==> config.mk <==
export PLATFORM = sky130hd
export DESIGN_NAME = client_auth_table_oldest_replace
export DESIGN_NICKNAME = d
export VERILOG_FILES = /design/src/rtl/cata_pkg.sv /design/src/rtl/client_auth_table_oldest_replace.sv /design/src/rtl/cata_ram.sv
export SDC_FILE = /design/constraint.sdc
export NUM_CORES = 2
export LEC_CHECK = 0
export ABC_CLOCK_PERIOD_IN_PS = 13400
export BUFFER_PORTS_ARGS = -buffer_cell sky130_fd_sc_hd__buf_2
export CORE_MARGIN = 2
export CORE_UTILIZATION = 40
export CTS_CLUSTER_DIAMETER = 80
export CTS_CLUSTER_SIZE = 12
export DETAILED_ROUTE_END_ITERATION = 16
export HOLD_SLACK_MARGIN = 0.03
export PLACE_DENSITY_LB_ADDON = 0.05
export SETUP_SLACK_MARGIN = 0.02
export SLEW_MARGIN = 0
export SYNTH_ARGS = -nofsm -noshare
export SYNTH_HDL_FRONTEND = slang
export SYNTH_HIERARCHICAL = 1
export SYNTH_SLANG_ARGS = --single-unit
==> constraint.sdc <==
create_clock -name clock -period 13.4 [get_ports clock]
set_clock_uncertainty 0.1 [all_clocks]
set_input_delay 0.67 -clock clock [delete_from_list [all_inputs] [get_ports clock]]
set_output_delay 0.67 -clock clock [all_outputs]
set_load 0.005 [all_outputs]
==> src/rtl/cata_pkg.sv <==
// Shared constants, codes and helpers for the client authentication table.
`timescale 1ns / 1ps
`default_nettype none
package cata_pkg;

   localparam int TABLE_DEPTH = 32;
   localparam int IDX_W       = $clog2(TABLE_DEPTH);
   localparam int CNT_W       = IDX_W + 1;
   localparam int KEY_W       = 32;
   localparam int TIME_W      = 32;
   localparam int SLOT_W      = 5;
   localparam int ACTION_W    = 2;

   localparam logic [TIME_W-1:0] TIMEOUT_RESET = 32'd3600;

   localparam logic FUNC_RECORD = 1'b0;
   localparam logic FUNC_QUERY  = 1'b1;

   localparam logic [ACTION_W-1:0] ACT_NONE    = 2'd0;
   localparam logic [ACTION_W-1:0] ACT_REFRESH = 2'd1;
   localparam logic [ACTION_W-1:0] ACT_APPEND  = 2'd2;
   localparam logic [ACTION_W-1:0] ACT_REPLACE = 2'd3;

   typedef logic [IDX_W-1:0] idx_type;
   typedef logic [CNT_W-1:0] cnt_type;

   // Table index reported modulo the slot field range.
   function automatic logic [SLOT_W-1:0] slot_of(input idx_type idx);
      logic [SLOT_W+IDX_W-1:0] ext;
      ext = (SLOT_W + IDX_W)'(idx);
      return ext[SLOT_W-1:0];
   endfunction

endpackage
`default_nettype wire

==> src/rtl/client_auth_table_oldest_replace.sv <==
// Top level: client address table with refresh, append, oldest replacement and timed query.
//
//   channel  direction  handshake          payload
//   req      in         req_valid/stall    req_func, req_client_ip, req_now_sec
//   rsp      out        rsp_valid/stall    rsp_authenticated, rsp_action, rsp_slot
//   csr      in         csr_valid/ready    csr_timeout_sec
//
// An item is accepted, then scanned: one read per stored entry, each checked
// as it returns from the address and time memories; a last step decides and
// writes back.
// Reset clears the entry count, the control state and sets the timeout to 3600.
// A new request is taken only while no item is in progress; a stalled response
// holds the decide step, and a request may be taken while a response waits.
`timescale 1ns / 1ps
`default_nettype none
module client_auth_table_oldest_replace (
   input  wire logic        clock,
   input  wire logic        reset,
   input  wire logic        req_valid,
   output logic             req_stall,
   input  wire logic        req_func,
   input  wire logic [31:0] req_client_ip,
   input  wire logic [31:0] req_now_sec,
   output logic             rsp_valid,
   input  wire logic        rsp_stall,
   output logic             rsp_authenticated,
   output logic [1:0]       rsp_action,
   output logic [4:0]       rsp_slot,
   input  wire logic        csr_valid,
   output logic             csr_ready,
   input  wire logic [31:0] csr_timeout_sec
);

   localparam logic [1:0] ST_IDLE = 2'd0;
   localparam logic [1:0] ST_SCAN = 2'd1;
   localparam logic [1:0] ST_FIN  = 2'd2;

   logic [1:0] state_ff, state_in;
   logic [cata_pkg::TIME_W-1:0] timeout_ff;
   cata_pkg::cnt_type used_ff, used_in;
   cata_pkg::cnt_type cnt_ff, cnt_in;
   logic pend_ff, pend_in;
   cata_pkg::idx_type chk_idx_ff, chk_idx_in;
   logic hit_ff, hit_in;
   cata_pkg::idx_type hit_idx_ff, hit_idx_in;
   logic [cata_pkg::TIME_W-1:0] hit_time_ff, hit_time_in;
   cata_pkg::idx_type min_idx_ff, min_idx_in;
   logic [cata_pkg::TIME_W-1:0] min_time_ff, min_time_in;
   logic func_ff, func_in;
   logic [cata_pkg::KEY_W-1:0] key_ff, key_in;
   logic [cata_pkg::TIME_W-1:0] now_ff, now_in;
   logic rsp_valid_ff, rsp_valid_in;
   logic auth_ff, auth_in;
   logic [cata_pkg::ACTION_W-1:0] action_ff, action_in;
   logic [cata_pkg::SLOT_W-1:0] slot_ff, slot_in;

   logic req_take;
   logic rd_en;
   logic [cata_pkg::KEY_W-1:0] rd_key;
   logic [cata_pkg::TIME_W-1:0] rd_time;
   logic addr_we, time_we;
   cata_pkg::idx_type wr_idx;
   logic fin_go;
   logic [cata_pkg::TIME_W-1:0] age;
   logic fresh;

   assign req_stall = (state_ff != ST_IDLE);
   assign req_take  = req_valid && !req_stall;
   assign csr_ready = 1'b1;
   assign rd_en     = (state_ff == ST_SCAN) && (cnt_ff < used_ff);
   assign fin_go    = (state_ff == ST_FIN) && (!rsp_valid_ff || !rsp_stall);

   // Age is read as signed: a stored time in the future counts as fresh.
   assign age   = now_ff - hit_time_ff;
   assign fresh = age[cata_pkg::TIME_W-1]
                  || ({1'b0, age[cata_pkg::TIME_W-2:0]} < timeout_ff);

   cata_ram #(.WIDTH(cata_pkg::KEY_W), .DEPTH(cata_pkg::TABLE_DEPTH)) u_addr_ram (
      .clock   (clock),
      .wr_en   (addr_we),
      .wr_addr (wr_idx),
      .wr_data (key_ff),
      .rd_en   (rd_en),
      .rd_addr (cnt_ff[cata_pkg::IDX_W-1:0]),
      .rd_data (rd_key)
   );

   cata_ram #(.WIDTH(cata_pkg::TIME_W), .DEPTH(cata_pkg::TABLE_DEPTH)) u_time_ram (
      .clock   (clock),
      .wr_en   (time_we),
      .wr_addr (wr_idx),
      .wr_data (now_ff),
      .rd_en   (rd_en),
      .rd_addr (cnt_ff[cata_pkg::IDX_W-1:0]),
      .rd_data (rd_time)
   );

   always_comb begin
      state_in     = state_ff;
      used_in      = used_ff;
      cnt_in       = cnt_ff;
      pend_in      = 1'b0;
      chk_idx_in   = chk_idx_ff;
      hit_in       = hit_ff;
      hit_idx_in   = hit_idx_ff;
      hit_time_in  = hit_time_ff;
      min_idx_in   = min_idx_ff;
      min_time_in  = min_time_ff;
      func_in      = func_ff;
      key_in       = key_ff;
      now_in       = now_ff;
      rsp_valid_in = rsp_valid_ff && rsp_stall;
      auth_in      = auth_ff;
      action_in    = action_ff;
      slot_in      = slot_ff;
      addr_we      = 1'b0;
      time_we      = 1'b0;
      wr_idx       = hit_idx_ff;

      case (state_ff)
         ST_IDLE: begin
            if (req_take) begin
               func_in  = req_func;
               key_in   = req_client_ip;
               now_in   = req_now_sec;
               cnt_in   = '0;
               hit_in   = 1'b0;
               state_in = ST_SCAN;
            end
         end
         ST_SCAN: begin
            if (rd_en) begin
               cnt_in     = cnt_ff + 1'b1;
               pend_in    = 1'b1;
               chk_idx_in = cnt_ff[cata_pkg::IDX_W-1:0];
            end
            // Check the entry whose read returned this cycle.
            if (pend_ff) begin
               if (!hit_ff && (rd_key == key_ff)) begin
                  hit_in      = 1'b1;
                  hit_idx_in  = chk_idx_ff;
                  hit_time_in = rd_time;
               end
               if ((chk_idx_ff == '0) || (rd_time < min_time_ff)) begin
                  min_idx_in  = chk_idx_ff;
                  min_time_in = rd_time;
               end
            end
            if (!rd_en) begin
               state_in = ST_FIN;
            end
         end
         ST_FIN: begin
            if (fin_go) begin
               rsp_valid_in = 1'b1;
               auth_in      = 1'b0;
               state_in     = ST_IDLE;
               if (func_ff == cata_pkg::FUNC_QUERY) begin
                  auth_in   = hit_ff && fresh;
                  action_in = cata_pkg::ACT_NONE;
                  slot_in   = hit_ff ? cata_pkg::slot_of(hit_idx_ff) : '0;
               end else if (hit_ff) begin
                  time_we   = 1'b1;
                  wr_idx    = hit_idx_ff;
                  action_in = cata_pkg::ACT_REFRESH;
                  slot_in   = cata_pkg::slot_of(hit_idx_ff);
               end else if (used_ff != cata_pkg::CNT_W'(cata_pkg::TABLE_DEPTH)) begin
                  addr_we   = 1'b1;
                  time_we   = 1'b1;
                  wr_idx    = used_ff[cata_pkg::IDX_W-1:0];
                  used_in   = used_ff + 1'b1;
                  action_in = cata_pkg::ACT_APPEND;
                  slot_in   = cata_pkg::slot_of(used_ff[cata_pkg::IDX_W-1:0]);
               end else begin
                  addr_we   = 1'b1;
                  time_we   = 1'b1;
                  wr_idx    = min_idx_ff;
                  action_in = cata_pkg::ACT_REPLACE;
                  slot_in   = cata_pkg::slot_of(min_idx_ff);
               end
            end
         end
         default: begin
            state_in = ST_IDLE;
         end
      endcase
   end

   always_ff @(posedge clock) begin
      if (reset) begin
         state_ff     <= ST_IDLE;
         used_ff      <= '0;
         pend_ff      <= 1'b0;
         hit_ff       <= 1'b0;
         rsp_valid_ff <= 1'b0;
         timeout_ff   <= cata_pkg::TIMEOUT_RESET;
      end else begin
         state_ff     <= state_in;
         used_ff      <= used_in;
         pend_ff      <= pend_in;
         hit_ff       <= hit_in;
         rsp_valid_ff <= rsp_valid_in;
         if (csr_valid && csr_ready) begin
            timeout_ff <= csr_timeout_sec;
         end
      end
   end

   always_ff @(posedge clock) begin
      cnt_ff      <= cnt_in;
      chk_idx_ff  <= chk_idx_in;
      hit_idx_ff  <= hit_idx_in;
      hit_time_ff <= hit_time_in;
      min_idx_ff  <= min_idx_in;
      min_time_ff <= min_time_in;
      func_ff     <= func_in;
      key_ff      <= key_in;
      now_ff      <= now_in;
      auth_ff     <= auth_in;
      action_ff   <= action_in;
      slot_ff     <= slot_in;
   end

   assign rsp_valid         = rsp_valid_ff;
   assign rsp_authenticated = auth_ff;
   assign rsp_action        = action_ff;
   assign rsp_slot          = slot_ff;

`ifndef SYNTHESIS
   a_take_scan: assert property (@(posedge clock) disable iff (reset)
      req_take |=> (state_ff == ST_SCAN))
      else $error("accepted request did not start a scan");

   a_fin_rsp: assert property (@(posedge clock) disable iff (reset)
      fin_go |=> (rsp_valid && (state_ff == ST_IDLE)))
      else $error("decide step did not present a response");

   a_hit_range: assert property (@(posedge clock) disable iff (reset)
      hit_ff && (state_ff == ST_FIN) |-> ({1'b0, hit_idx_ff} < used_ff))
      else $error("match index beyond used entries");

   a_used_grow: assert property (@(posedge clock) disable iff (reset)
      (used_ff != $past(used_ff)) && !$past(reset)
         |-> (used_ff == $past(used_ff) + 1'b1) && (rsp_action == cata_pkg::ACT_APPEND))
      else $error("entry count changed without an append");
`endif

endmodule
`default_nettype wire

==> src/rtl/cata_ram.sv <==
// Generic single-port-write, single-port-read RAM with registered read data.
`timescale 1ns / 1ps
`default_nettype none
module cata_ram #(
   parameter int WIDTH = 32,
   parameter int DEPTH = 32
) (
   input  wire logic                     clock,
   input  wire logic                     wr_en,
   input  wire logic [$clog2(DEPTH)-1:0] wr_addr,
   input  wire logic [WIDTH-1:0]         wr_data,
   input  wire logic                     rd_en,
   input  wire logic [$clog2(DEPTH)-1:0] rd_addr,
   output logic      [WIDTH-1:0]         rd_data
);

   logic [WIDTH-1:0] mem_ff [DEPTH];

   always_ff @(posedge clock) begin
      if (wr_en) begin
         mem_ff[wr_addr] <= wr_data;
      end
      if (rd_en) begin
         rd_data <= mem_ff[rd_addr];
      end
   end

endmodule
`default_nettype wire
==> results.md <==
* GR Overflow Total at 0
* Fin Setup TNS at 0 ns
* Die area at 234000 sq um
* #FFs+latches synth at 2313
* Synth top area share at 0.741
* Nets at 5950
* Worst path bufs/invs at 3
* Worst hold path type: in2reg
* Reg clk slew, reported paths at 0.06 ns
* Final Hold Viols at 0
* Syn-to-layout area delta at 12.5%
* Mapped cell area at 91900 sq um
* Detail Placement HPWL at 140 mm
* Crit path time final at 4.79 ns
* Largest net degree at the start of global routing at 113
* Seq. cell area at 69000 sq um
* Synthesized netlist cell count at 5421
* Pins over their slew limit at 0
* CP arrival at 5.21 ns
* RSZ-0062 raised after global routing: no
* Commonest cells after routing, fill and taps aside: 2270 x edfxtp_1, 1055 x mux2i_1, 243 x a21oi_1, 235 x nand2_1, 217 x clkbuf_16
* Max Clock Freq at 0.209 GHz
* Multi-input logic area at 21500 sq um
* Via Count at 48400
* Crit-path cells: buf_4 > inv_1 > ha_1 > inv_1 > fa_1 > a21o_1 > a221o_1 > nand3_2 > a21oi_1 > a21o_1 > a221o_1 > a21oi_1 > xnor2_1 > ha_1 > nand4b_1 > nor2_1 > o311ai_0 > nand3_1 > o21ai_0
* Worst slew pin tran at 1.14 ns
* Leading area contributor after synthesis: edfxtp_1
* CTS max path bufs at 3
* Syn_nets at 5624
* Largest cells by area after synthesis: edfxtp_1 74%, mux2i_1 11%, a22oi_1 1.6%, ha_1 1.4%, a21oi_1 1.3%
* Share of layout cells above drive strength 1 at 0.107
* Total GRT Usage at 0.214
* CP top delay family: compound AO/OA/AOI/OAI gates
* Status: complete, no violations
* Post-CTS setup buffers at 0
* Most common cell after layout, fill and taps aside: edfxtp_1
* Max-slew headroom at 0.243
* Crit-path max FO at 33
* FILL cells at 19700
* Gpl congestion at 0.785
* Antenna-violating nets left at 0
* Yosys warns at 6
* FP Rows at 175
* WS Path Type: reg2reg
* Vias in the first global route at 49100
* DIE HEIGHT at 483 microns
* Reg2Reg Setup Slack at 8.61 ns
* Seq/Total Area, Yosys at 0.751
* PD cells at 145 nW/um^2
* Clk_lat worst skew at 0.85 ns
* Final period util at 0.357
* Initial antenna violation count at 2
* Critical path's largest stage delay at 0.41 ns
* Setup slack after layout at 8.61 ns
* Post-CTS Hold Fix Bufs at 98
* Number of synthesized flops with an enable pin at 2270
* CTS HTree Levels at 4
* Dpl ws at 8.51 ns
* Num CTS Buffers at 212
* Initial Utilization at 0.403
* Kind of end point of the critical path: flip-flop
* Slowest cell on the critical path: fa_1
* Drt pass-1 iters at 7
* Die width at 483 microns
* Clock tree sinks at 2313
* First-pass GRT wire length at 363 mm
* Core box area at 228000 sq um
* DRC at 0
* Mean post-synth cell area at 17.0 sq um
* Worst vdd ir at 0.105 mV
* Post-CTS sizing at 0
* Worst EP required at 13.83 ns
* I/O pin count at 113
* Prevailing post-synth register cell: edfxtp_1
* Post-DR vias/cell at 5.49
* 1st-iter DRT viols at 3341
* Ys async rst share at 0
* Port bufs at 111
* TritonCTS clock tree: done
* Yosys cell types at 63
* Worst setup SP type: flip-flop
* Average wire per standard cell at 28.8 microns
* Total of max-cap violations at 0
* Post-Route WL at 254 mm
* Root buffer cell: clkbuf_16
* Final setup violation count at 0
* Static leakage at 0.0350 uW
## synth_stat cells, drive strengths merged (72+ instances only)
| cell type | count |
|---|---|
| a21oi | 245 |
| a22o | 128 |
| a22oi | 192 |
| a31oi | 72 |
| buf | 165 |
| clkbuf | 109 |
| edfxtp | 2270 |
| ha | 100 |
| inv | 112 |
| mux2i | 1055 |
| nand2 | 237 |
| nand3 | 216 |
| nor2 | 132 |
| nor3 | 80 |
## per-stage QoR
stage          instance area [sq um]  utilization  instances  hold slack [ns]  power [uW]
3_3_place_gp                   96700        0.424       8444            0.351        9720
3_5_place_dp                   96700        0.424       8444            0.359        9730
6_report                      103000        0.454       8809            0.148       15000
5_1_grt                       103000        0.454       8809            0.117       15500
4_1_cts                       103000        0.454       8807           0.0765       15200
2_1_floorplan                  91900            -       5421            0.336        9190
## metal layers
metal / GRT usage / vias to the layer above / share of wire
met1: 0.276 / 25600 / 0.43
met5: 0 / - / 0
met2: 0.386 / 770 / 0.52
met4: 0.0472 / 0 / 0.020
met3: 0.0233 / 300 / 0.029
li1: - / 21700 / -
## registers in the layout, indices dropped and copies added (netlist names), 2 cells and up
signal	cells
u_time_ram/mem_ff	1024
now_ff	32
rsp_slot	5
used_ff	6
min_time_ff	32
hit_time_ff	32
u_addr_ram/rd_data	32
state_ff	2
timeout_ff	32
rsp_action	2
key_ff	32
u_addr_ram/mem_ff	1024
cnt_ff	6
u_time_ram/rd_data	32
min_idx_ff	5
hit_idx_ff	5
chk_idx_ff	5
## cell families after synthesis
kind of cell	Yosys count	synth area share
AOI/OAI and AO/OA	741	0.0539
xor gates and xnor gates	71	0.00676
adders and majority gates	101	0.0138
buffers and inverters	386	0.0219
DFF	2313	0.751
muxes	1055	0.115
other	1	0.0000408
and+or+nand+nor	753	0.0379
## path summary, 6_finish.rpt
kind / end / start / cells after the start
min reg2reg: min_idx_ff[2] / chk_idx_ff[2] / 0
max reg2reg: rsp_authenticated / now_ff[0] / 19
min: state_ff[0] / req_valid / 3
max: rsp_authenticated / now_ff[0] / 19
## report_power, final
group	switching (uW)	internal (uW)	total, uW
logic	978	506	1480
registers	36.0	8040	8080
clock network	2540	2900	5440
total	3550	11400	15000
## area by class of cell
cell class,instances,area share
well taps,3009,0.0364
clock inverters,12,0.00167
inverters,112,0.00414
clock buffers,253,0.0538
flip-flops and latches,2313,0.668
repair buffers,386,0.0289
multi-input cells,2722,0.207
diodes,2,0.0000484
## worst register-to-register path, cell delays in order (launching register included)
cell and delay [ns]:
edfxtp_1 0.36, buf_4 0.26, inv_1 0.22, ha_1 0.21
inv_1 0.06, fa_1 0.41, a21o_1 0.20, a221o_1 0.37
nand3_2 0.17, a21oi_1 0.13, a21o_1 0.28, a221o_1 0.31
a21oi_1 0.18, xnor2_1 0.10, ha_1 0.30, nand4b_1 0.12
nor2_1 0.19, o311ai_0 0.17, nand3_1 0.12, o21ai_0 0.22
Note: power is estimated with default switching activity, not from simulation.
